File: src/rtl/hsj_pkg.sv
// shared types, constants and helper functions for the halton sub-pixel jitter block
`default_nettype none

package hsj_pkg;

  // default parameter values
  localparam int DEF_MAX_PHASES = 256;
  localparam int DEF_FRAC_BITS  = 16;

  // fixed field widths
  localparam int CFG_W     = 15;
  localparam int CFG_IDX_W = 1;
  localparam int FC_W      = 64;
  localparam int JIT_W     = 16;
  localparam int PT_W      = 9;

  // phase count division widths: width squared, and 8 * width squared plus rounding
  localparam int SQ_W  = 2 * CFG_W;
  localparam int NUM_W = SQ_W + 4;

  // frame counter bits consumed per modulo step
  localparam int MOD_BITS_PER_STEP = 2;
  localparam int MOD_STEPS         = FC_W / MOD_BITS_PER_STEP;

  // configuration register indexes
  localparam logic [CFG_IDX_W-1:0] CFG_RENDER_WIDTH  = 1'b0;
  localparam logic [CFG_IDX_W-1:0] CFG_DISPLAY_WIDTH = 1'b1;

  localparam logic [CFG_W-1:0] WIDTH_RESET = 15'd1920;

  // divide by three through a reciprocal, exact for every 13-bit input
  localparam int               DIV3_W     = 13;
  localparam int               DIV3_SHIFT = 17;
  localparam logic [16:0]      DIV3_RECIP = 17'd43691;

  // commands from the controller to the datapath
  typedef struct packed {
    logic load_in;
    logic sq;
    logic pdiv_init;
    logic pdiv_step;
    logic pdiv_fin;
    logic mod_step;
    logic dig_init;
    logic dig_step;
    logic frac_init;
    logic frac_step;
    logic out_load;
  } hsj_cmd_t;

  // status from the datapath to the controller
  typedef struct packed {
    logic phase_ok;
    logic dig_done;
  } hsj_sts_t;

  function automatic logic [DIV3_W-1:0] div3(input logic [DIV3_W-1:0] x);
    logic [DIV3_W+DIV3_SHIFT-1:0] prod;
    prod = (DIV3_W + DIV3_SHIFT)'(x) * (DIV3_W + DIV3_SHIFT)'(DIV3_RECIP);
    return prod[DIV3_SHIFT +: DIV3_W];
  endfunction

endpackage

`default_nettype wire

File: src/rtl/halton_subpixel_jitter.sv
// top level of the halton (2,3) sub-pixel jitter generator
// Usage:
//   input channel: frame_counter with in_valid / in_stall; a word is taken when
//   in_valid is high and in_stall is low. One word is worked on at a time.
//   output channel: jitter_x, jitter_y (signed, 2^-FRAC_BITS pixel units),
//   phase_total and phase_clamped with out_valid / out_stall.
//   config channel: cfg_index 0 = render width, 1 = display width, written on
//   cfg_valid && cfg_ready; write only while the block is idle.
// Sequence: an accepted word runs 32 modulo steps (two frame counter bits
//   per cycle), one to nine digit steps, FRAC_BITS fraction steps and the
//   output load. The first word after reset or a config write first runs
//   the phase count division (34 steps), whose result is then kept. The
//   next word can be taken the cycle after the result is loaded.
// The result sits in an output register; the next word is accepted while it
//   waits. If out_stall holds, the finished next result waits in the datapath
//   until the register frees.
// Reset: synchronous; both widths return to 1920, the phase count is
//   recomputed, out_valid clears, and in_stall / cfg_ready hold during reset.
`default_nettype none

module halton_subpixel_jitter #(
  parameter int MAX_PHASES = hsj_pkg::DEF_MAX_PHASES,
  parameter int FRAC_BITS  = hsj_pkg::DEF_FRAC_BITS
) (
  input  wire                               clk,
  input  wire                               rst,
  input  wire                               cfg_valid,
  output logic                              cfg_ready,
  input  wire  [hsj_pkg::CFG_IDX_W-1:0]     cfg_index,
  input  wire  [hsj_pkg::CFG_W-1:0]         cfg_data,
  input  wire                               in_valid,
  output logic                              in_stall,
  input  wire  [hsj_pkg::FC_W-1:0]          frame_counter,
  output logic                              out_valid,
  input  wire                               out_stall,
  output logic signed [hsj_pkg::JIT_W-1:0]  jitter_x,
  output logic signed [hsj_pkg::JIT_W-1:0]  jitter_y,
  output logic [hsj_pkg::PT_W-1:0]          phase_total,
  output logic                              phase_clamped
);

  hsj_pkg::hsj_cmd_t cmd;
  hsj_pkg::hsj_sts_t sts;

  // sequencer
  hsj_ctrl #(
    .FRAC_BITS (FRAC_BITS)
  ) u_ctrl (
    .clk       (clk),
    .rst       (rst),
    .in_valid  (in_valid),
    .in_stall  (in_stall),
    .out_valid (out_valid),
    .out_stall (out_stall),
    .sts       (sts),
    .cmd       (cmd)
  );

  // arithmetic and registers
  hsj_dp #(
    .MAX_PHASES (MAX_PHASES),
    .FRAC_BITS  (FRAC_BITS)
  ) u_dp (
    .clk           (clk),
    .rst           (rst),
    .cfg_valid     (cfg_valid),
    .cfg_ready     (cfg_ready),
    .cfg_index     (cfg_index),
    .cfg_data      (cfg_data),
    .frame_counter (frame_counter),
    .cmd           (cmd),
    .sts           (sts),
    .jitter_x      (jitter_x),
    .jitter_y      (jitter_y),
    .phase_total   (phase_total),
    .phase_clamped (phase_clamped)
  );

endmodule

`default_nettype wire

File: src/rtl/hsj_dp.sv
// datapath: config registers, phase count divider, frame modulo, digit loops and fraction divider
`default_nettype none

module hsj_dp #(
  parameter int MAX_PHASES = hsj_pkg::DEF_MAX_PHASES,
  parameter int FRAC_BITS  = hsj_pkg::DEF_FRAC_BITS
) (
  input  wire                                  clk,
  input  wire                                  rst,
  input  wire                                  cfg_valid,
  output logic                                 cfg_ready,
  input  wire  [hsj_pkg::CFG_IDX_W-1:0]        cfg_index,
  input  wire  [hsj_pkg::CFG_W-1:0]            cfg_data,
  input  wire  [hsj_pkg::FC_W-1:0]             frame_counter,
  input  wire  hsj_pkg::hsj_cmd_t              cmd,
  output hsj_pkg::hsj_sts_t                    sts,
  output logic signed [hsj_pkg::JIT_W-1:0]     jitter_x,
  output logic signed [hsj_pkg::JIT_W-1:0]     jitter_y,
  output logic [hsj_pkg::PT_W-1:0]             phase_total,
  output logic                                 phase_clamped
);

  localparam int PW = $clog2(MAX_PHASES + 1);
  localparam int DW = PW + 2;
  localparam int JW = (FRAC_BITS > hsj_pkg::JIT_W) ? FRAC_BITS : hsj_pkg::JIT_W;
  localparam logic [JW-1:0] HALF = JW'(1) << (FRAC_BITS - 1);

  localparam int CW = hsj_pkg::CFG_W;
  localparam int SW = hsj_pkg::SQ_W;
  localparam int NW = hsj_pkg::NUM_W;
  localparam int FW = hsj_pkg::FC_W;

  logic [CW-1:0]        render_width;
  logic [CW-1:0]        display_width;
  logic                 phase_ok;
  logic [SW-1:0]        rsq;
  logic [SW-1:0]        dsq;
  logic [NW-1:0]        pdvd;
  logic [SW-1:0]        prem;
  logic [PW-1:0]        phases;
  logic                 clamped;
  logic [FW-1:0]        fc;
  logic [PW-1:0]        mrem;
  logic [PW-1:0]        i2;
  logic [PW-1:0]        i3;
  logic [DW-1:0]        rev2;
  logic [DW-1:0]        rev3;
  logic [DW-1:0]        den2;
  logic [DW-1:0]        den3;
  logic [DW-1:0]        fr2;
  logic [DW-1:0]        fr3;
  logic [FRAC_BITS-1:0] q2;
  logic [FRAC_BITS-1:0] q3;

  logic                 cfg_wr;
  logic [SW:0]          pshift;
  logic                 pbit;
  logic [SW-1:0]        prem_next;
  logic                 clamp_next;
  logic [PW-1:0]        phases_next;
  logic [PW:0]          ms1;
  logic [PW-1:0]        ms1r;
  logic [PW:0]          ms2;
  logic [PW-1:0]        mrem_next;
  logic [PW-1:0]        idx;
  logic [hsj_pkg::DIV3_W-1:0] i3_quot;
  logic [hsj_pkg::DIV3_W-1:0] i3_rest;
  logic [1:0]           dig3;
  logic [DW:0]          ft2;
  logic [DW:0]          ft3;
  logic                 fb2;
  logic                 fb3;
  logic [JW-1:0]        jx_full;
  logic [JW-1:0]        jy_full;

  assign cfg_ready = !rst;
  assign cfg_wr    = cfg_valid && cfg_ready;

  assign sts.phase_ok = phase_ok;
  assign sts.dig_done = (i2 == '0) && (i3 == '0);

  // configuration registers and phase cache flag
  always_ff @(posedge clk) begin
    if (rst) begin
      render_width  <= hsj_pkg::WIDTH_RESET;
      display_width <= hsj_pkg::WIDTH_RESET;
      phase_ok      <= 1'b0;
    end else if (cfg_wr) begin
      unique case (cfg_index)
        hsj_pkg::CFG_RENDER_WIDTH:  render_width  <= cfg_data;
        hsj_pkg::CFG_DISPLAY_WIDTH: display_width <= cfg_data;
        default: ;
      endcase
      phase_ok <= 1'b0;
    end else if (cmd.pdiv_fin) begin
      phase_ok <= 1'b1;
    end
  end

  // phase count divider step, one quotient bit per cycle
  always_comb begin
    pshift = {prem, pdvd[NW-1]};
    pbit   = (pshift >= {1'b0, rsq});
    prem_next = pbit ? SW'(pshift - {1'b0, rsq}) : pshift[SW-1:0];
  end

  // clamp and floor of the phase count
  always_comb begin
    clamp_next = (render_width == '0) || (pdvd > NW'(MAX_PHASES));
    if (clamp_next) begin
      phases_next = PW'(MAX_PHASES);
    end else if (pdvd == '0) begin
      phases_next = PW'(1);
    end else begin
      phases_next = pdvd[PW-1:0];
    end
  end

  always_ff @(posedge clk) begin
    if (cmd.sq) begin
      rsq <= SW'(render_width) * SW'(render_width);
      dsq <= SW'(display_width) * SW'(display_width);
    end
    if (cmd.pdiv_init) begin
      pdvd <= {dsq, 3'b000} + NW'(rsq) - NW'(1);
      prem <= '0;
    end else if (cmd.pdiv_step) begin
      pdvd <= {pdvd[NW-2:0], pbit};
      prem <= prem_next;
    end
    if (cmd.pdiv_fin) begin
      phases  <= phases_next;
      clamped <= clamp_next;
    end
  end

  // frame modulo, two dividend bits per cycle
  always_comb begin
    ms1  = {mrem, fc[FW-1]};
    ms1r = (ms1 >= {1'b0, phases}) ? PW'(ms1 - {1'b0, phases}) : ms1[PW-1:0];
    ms2  = {ms1r, fc[FW-2]};
    mrem_next = (ms2 >= {1'b0, phases}) ? PW'(ms2 - {1'b0, phases}) : ms2[PW-1:0];
  end

  always_ff @(posedge clk) begin
    if (cmd.load_in) begin
      fc   <= frame_counter;
      mrem <= '0;
    end else if (cmd.mod_step) begin
      fc   <= {fc[FW-3:0], 2'b00};
      mrem <= mrem_next;
    end
  end

  // base 2 and base 3 digit reversal
  assign idx     = mrem + PW'(1);
  assign i3_quot = hsj_pkg::div3(hsj_pkg::DIV3_W'(i3));
  assign i3_rest = hsj_pkg::DIV3_W'(i3) - ((i3_quot << 1) + i3_quot);
  assign dig3    = i3_rest[1:0];

  always_ff @(posedge clk) begin
    if (cmd.dig_init) begin
      i2   <= idx;
      i3   <= idx;
      rev2 <= '0;
      rev3 <= '0;
      den2 <= DW'(1);
      den3 <= DW'(1);
    end else if (cmd.dig_step) begin
      if (i2 != '0) begin
        i2   <= i2 >> 1;
        rev2 <= {rev2[DW-2:0], i2[0]};
        den2 <= {den2[DW-2:0], 1'b0};
      end
      if (i3 != '0) begin
        i3   <= PW'(i3_quot);
        rev3 <= (rev3 << 1) + rev3 + DW'(dig3);
        den3 <= (den3 << 1) + den3;
      end
    end
  end

  // fraction division, one result bit per cycle for each base
  always_comb begin
    ft2 = {fr2, 1'b0};
    ft3 = {fr3, 1'b0};
    fb2 = (ft2 >= {1'b0, den2});
    fb3 = (ft3 >= {1'b0, den3});
  end

  always_ff @(posedge clk) begin
    if (cmd.frac_init) begin
      fr2 <= rev2;
      fr3 <= rev3;
    end else if (cmd.frac_step) begin
      fr2 <= fb2 ? DW'(ft2 - {1'b0, den2}) : ft2[DW-1:0];
      fr3 <= fb3 ? DW'(ft3 - {1'b0, den3}) : ft3[DW-1:0];
      q2  <= {q2[FRAC_BITS-2:0], fb2};
      q3  <= {q3[FRAC_BITS-2:0], fb3};
    end
  end

  // output word register
  assign jx_full = JW'(q2) - HALF;
  assign jy_full = JW'(q3) - HALF;

  always_ff @(posedge clk) begin
    if (cmd.out_load) begin
      jitter_x      <= $signed(jx_full[hsj_pkg::JIT_W-1:0]);
      jitter_y      <= $signed(jy_full[hsj_pkg::JIT_W-1:0]);
      phase_total   <= hsj_pkg::PT_W'(phases);
      phase_clamped <= clamped;
    end
  end

endmodule

`default_nettype wire

File: src/rtl/hsj_ctrl.sv
// controller: sequences phase count, modulo, digit and fraction steps and owns the handshakes
`default_nettype none

module hsj_ctrl #(
  parameter int FRAC_BITS = hsj_pkg::DEF_FRAC_BITS
) (
  input  wire                     clk,
  input  wire                     rst,
  input  wire                     in_valid,
  output logic                    in_stall,
  output logic                    out_valid,
  input  wire                     out_stall,
  input  wire  hsj_pkg::hsj_sts_t sts,
  output hsj_pkg::hsj_cmd_t       cmd
);

  localparam int MAX_A   = (hsj_pkg::NUM_W > hsj_pkg::MOD_STEPS) ?
                           hsj_pkg::NUM_W : hsj_pkg::MOD_STEPS;
  localparam int MAX_CNT = (MAX_A > FRAC_BITS) ? MAX_A : FRAC_BITS;
  localparam int CNT_W   = $clog2(MAX_CNT + 1);

  localparam logic [3:0] S_IDLE  = 4'd0;
  localparam logic [3:0] S_SQR   = 4'd1;
  localparam logic [3:0] S_PLOAD = 4'd2;
  localparam logic [3:0] S_PDIV  = 4'd3;
  localparam logic [3:0] S_PFIN  = 4'd4;
  localparam logic [3:0] S_MOD   = 4'd5;
  localparam logic [3:0] S_DINIT = 4'd6;
  localparam logic [3:0] S_DIG   = 4'd7;
  localparam logic [3:0] S_FRAC  = 4'd8;
  localparam logic [3:0] S_DONE  = 4'd9;

  logic [3:0]       state;
  logic [3:0]       state_next;
  logic [CNT_W-1:0] cnt;
  logic [CNT_W-1:0] cnt_next;
  logic             out_valid_next;
  logic             out_free;

  assign in_stall = rst || (state != S_IDLE);
  assign out_free = !out_valid || !out_stall;

  // next state and commands
  always_comb begin
    state_next = state;
    cnt_next   = cnt;
    cmd        = '0;
    unique case (state)
      S_IDLE: begin
        if (in_valid) begin
          cmd.load_in = 1'b1;
          if (sts.phase_ok) begin
            state_next = S_MOD;
            cnt_next   = CNT_W'(hsj_pkg::MOD_STEPS);
          end else begin
            state_next = S_SQR;
          end
        end
      end
      S_SQR: begin
        cmd.sq     = 1'b1;
        state_next = S_PLOAD;
      end
      S_PLOAD: begin
        cmd.pdiv_init = 1'b1;
        state_next    = S_PDIV;
        cnt_next      = CNT_W'(hsj_pkg::NUM_W);
      end
      S_PDIV: begin
        cmd.pdiv_step = 1'b1;
        cnt_next      = cnt - CNT_W'(1);
        if (cnt == CNT_W'(1)) begin
          state_next = S_PFIN;
        end
      end
      S_PFIN: begin
        cmd.pdiv_fin = 1'b1;
        state_next   = S_MOD;
        cnt_next     = CNT_W'(hsj_pkg::MOD_STEPS);
      end
      S_MOD: begin
        cmd.mod_step = 1'b1;
        cnt_next     = cnt - CNT_W'(1);
        if (cnt == CNT_W'(1)) begin
          state_next = S_DINIT;
        end
      end
      S_DINIT: begin
        cmd.dig_init = 1'b1;
        state_next   = S_DIG;
      end
      S_DIG: begin
        if (sts.dig_done) begin
          cmd.frac_init = 1'b1;
          state_next    = S_FRAC;
          cnt_next      = CNT_W'(FRAC_BITS);
        end else begin
          cmd.dig_step = 1'b1;
        end
      end
      S_FRAC: begin
        cmd.frac_step = 1'b1;
        cnt_next      = cnt - CNT_W'(1);
        if (cnt == CNT_W'(1)) begin
          state_next = S_DONE;
        end
      end
      S_DONE: begin
        if (out_free) begin
          cmd.out_load = 1'b1;
          state_next   = S_IDLE;
        end
      end
      default: begin
        state_next = S_IDLE;
      end
    endcase
  end

  // output word valid
  always_comb begin
    out_valid_next = out_valid;
    if (cmd.out_load) begin
      out_valid_next = 1'b1;
    end else if (out_valid && !out_stall) begin
      out_valid_next = 1'b0;
    end
  end

  always_ff @(posedge clk) begin
    if (rst) begin
      state     <= S_IDLE;
      cnt       <= '0;
      out_valid <= 1'b0;
    end else begin
      state     <= state_next;
      cnt       <= cnt_next;
      out_valid <= out_valid_next;
    end
  end

`ifndef SYNTHESIS
  a_no_overwrite: assert property (@(posedge clk) disable iff (rst)
    cmd.out_load |-> !(out_valid && out_stall))
    else $error("output word overwritten while stalled");

  a_cmd_exclusive: assert property (@(posedge clk) disable iff (rst)
    $onehot0(cmd))
    else $error("more than one datapath command at once");

  a_accept_busy: assert property (@(posedge clk) disable iff (rst)
    (in_valid && !in_stall) |=> (state != S_IDLE))
    else $error("accepted word did not start work");

  a_mod_phase: assert property (@(posedge clk) disable iff (rst)
    (state == S_MOD) |-> sts.phase_ok)
    else $error("modulo step without a valid phase count");
`endif

endmodule

`default_nettype wire

File: config.mk
export PLATFORM = sky130hd
export DESIGN_NAME = halton_subpixel_jitter
export DESIGN_NICKNAME = d
export VERILOG_FILES = /design/src/rtl/hsj_pkg.sv /design/src/rtl/halton_subpixel_jitter.sv /design/src/rtl/hsj_dp.sv /design/src/rtl/hsj_ctrl.sv
export SDC_FILE = /design/constraint.sdc
export NUM_CORES = 2
export LEC_CHECK = 0
export BUFFER_PORTS_ARGS = -buffer_cell sky130_fd_sc_hd__buf_2
export CAP_MARGIN = 20
export CORE_MARGIN = 2
export CORE_UTILIZATION = 50
export DETAILED_ROUTE_END_ITERATION = 6
export PLACE_DENSITY_LB_ADDON = 0.08
export SLEW_MARGIN = 20
export SYNTH_ARGS = -nofsm -noshare
export SYNTH_HDL_FRONTEND = slang
export SYNTH_SLANG_ARGS = --single-unit
export TNS_END_PERCENT = 20
File: constraint.sdc
create_clock -name clk -period 8.7 [get_ports clk]
set_input_delay 1.74 -clock clk [delete_from_list [all_inputs] [get_ports clk]]
set_output_delay 1.74 -clock clk [all_outputs]
set_load 0.05 [all_outputs]
==> results.toml <==
[timing]
rsz0062_at_grt = "false"
slew_headroom = 0.300
tightest_slew_ps = 1050
fin_crit_sh = 0.833
fmax_mhz = 138
period_minus_slack_ps = 7250
finalClockSkew_ps = 27.1
finalHoldViolations = 0
tns_ps = 0
setup_viol = 0
maxSlewViolCount = 0

[logic_synthesis]
synth_nets = 4369
async_flop_share = 0
yosys-top-cells-area = "edfxtp_1 (24%), fa_1 (18%), ha_1 (14%), dfxtp_1 (7.1%), nand2_1 (5.6%)"
ys_seq_elements = 404
synth_edf_count = 280
syn_avg_cell_area_um2 = 9.70
synth-seq-area-share = 0.313
yosys.area.top_type_share = 0.242
yosys_warnings = 0
synth_ff_type = "edfxtp_1"
synth_cell_type_count = 77
synth_cells = 3589
syn_area_um2 = 34800
synth_top_area_cell = "edfxtp_1"

[detailed_routing]
wl_met3_um = 2840
wire_per_inst_um = 16.5
drc_errors = 0
avgViaCountPerCell = 5.30
wl_met1_um = 34700
routed_wl_um = 76800
wl_met2_um = 37600
vias = 24626
drt-pass1-iter-count = 5
drt_iter0_markers = 1305
routed.top_layer = "met5"
antenna_left = 0

[cts]
cts_tree = "yes"
clockBufferDepth = 3
root_buffer = "clkbuf_16"
cts_max_level = 2
insertion_delay_ps = 600
clkSinkCount = 404
ctsResizeCount = 0
cts_buffers = 48
clkSlewWorstSetupHoldPaths_ps = 60
postCtsSetupBuffers = 0
cts_hold_repair.buffers = 0

[critical_path]
cp.arrival_ps = 7770
r2r-start = "u_dp.i3[5]$_DFFE_PP_"
critPathKind = "reg -> reg"
crit_path_start = "u_dp.i3[5]$_DFFE_PP_"
slowest_delay_ps = 600
worst_path_max_delay_cell = "fa_1"
crit_path_end_kind = "flip-flop"
path_max_fanout = 4
cp.required_ps = 9220
worst_setup_path_start_kind = "flip-flop"

[place]
dp_hpwl_um = 59600
io_buffers = 129
place.gp.congestion = 0.902
dpl.cell_count = 4559

[finish]
drive_gt1_frac = 0.0737
final_cell_mix = "nand2_1 (513), inv_1 (486), ha_1 (389)"
mostFrequentLayoutCell = "nand2_1"
antennaDiodeCount = 0
fin_cells = 4648
syn_to_final_growth_pct = 9.17
nets = 4458

[global_routing]
grt_pass1_wl_um = 128000
grt_use_total = 0.220
grt_pass1_vias = 25565
antenna_found_initial = 1
gr-total-overflow = 0
grt_max_degree = 66

[floorplanning]
die_w_um = 268
initial_core_util = 0.507
coreArea_um2 = 68700
rows = 96
die-area_um2 = 71700
fp.dieH_um = 268
ios = 130

[worst_hold_path]
min_from = "u_dp.clamped$_DFFE_PP_"
hp-class = "reg -> reg"

[run]
drv_cap = 0

[outcome]
status = "completed"

[power]
powerDensity_nw_per_um2 = 302
power.leakage_nw = 18.1
ir_drop_mv = 0.330
-- per-layer routing --
layer | up-vias | track usage
li1 | 12168 | -
met4 | 2 | 0.0554
met2 | 407 | 0.386
met1 | 11959 | 0.288
met5 | - | 0
met3 | 90 | 0.0273
-- metrics by stage --
stage / total power, mW / worst slack (ps) / hold WS (ps) / area (um^2) / utilization
after detailed placement: 9.46 / 1450 / 436 / 36400 / 0.529
after CTS: 11.6 / 1390 / 449 / 38000 / 0.553
after floorplan: 7.91 / 2110 / 400 / 34800 / -
final: 11.5 / 1450 / 444 / 38000 / 0.553
after global placement: 9.35 / 1530 / 417 / 36400 / 0.529
after global routing: 12.7 / 796 / 462 / 38000 / 0.553
-- sequential cells by signal (all words and copies together), names as in the netlist, 29 cells and up --
signal and cells:
u_dp.rsq 29, u_dp.fc 64, u_dp.pdvd 34, u_dp.dsq 29
u_dp.prem 30
-- where the power goes --
group / switching (mW) / total (mW) / leakage, nW / internal [mW]
Sequential: 0.259 / 2.96 / 3.59 / 2.70
Clock: 0.856 / 2.06 / 0.786 / 1.21
Combinational: 3.82 / 6.44 / 13.7 / 2.62
-- path summary, 6_finish.rpt --
kind | end | slack (ps) | cells after the start
worst max-delay path | u_dp.rev3[10]$_SDFFE_PP0P_ | 1450 | 30
worst min-delay path | u_dp.phase_clamped$_DFFE_PP_ | 440 | 0
worst max register to register | u_dp.rev3[10]$_SDFFE_PP0P_ | 1450 | 30
worst min register to register | u_dp.phase_clamped$_DFFE_PP_ | 440 | 0
-- synth_stat cells (all sizes together) (18+ instances only) --
cell type	instances
nand2	515
inv	487
clkbuf	99
and2	146
fa	306
o21ai	185
o21bai	22
o31ai	20
xor2	62
a21o	55
nand2b	24
nand4	18
a21oi	186
nor2b	39
nor3	31
ha	389
nand3	76
dfxtp	124
mux2i	41
o21a	25
edfxtp	280
xnor2	106
nor2	158
nor4	21
-- worst max-delay path: cells and delay by family (launching register included) --
kind                       cells  cell delay, ps
xor gates and xnor gates       5             930
adders and majority gates      8            3270
buffers and inverters          3             190
AOI/OAI and AO/OA              7            1340
DFF                            1             470
and+or+nand+nor                7             980
-- final cells by class --
class                           count  area, um^2
Fill cell                        6270       30700
Sequential cell                   404       10900
Multi-Input combinational cell   2589       21700
Timing Repair Buffer              147         781
Clock inverter                     26         313
Clock buffer                       63        1320
Inverter                          488        1830
Tap cell                          931        1160
-- logic make-up (layout without fill, tap and decap cells) --
logic type	Yosys count	after routing	share of synthesized area
flops	404	404	0.313
buf+inv	596	724	0.0652
compound gates	602	602	0.107
fa+ha+maj	695	695	0.316
xor+xnor	168	168	0.0423
mux	50	50	0.0147
simple gates	1074	1074	0.142
No activity file was read; power rests on OpenSTA's default activity.
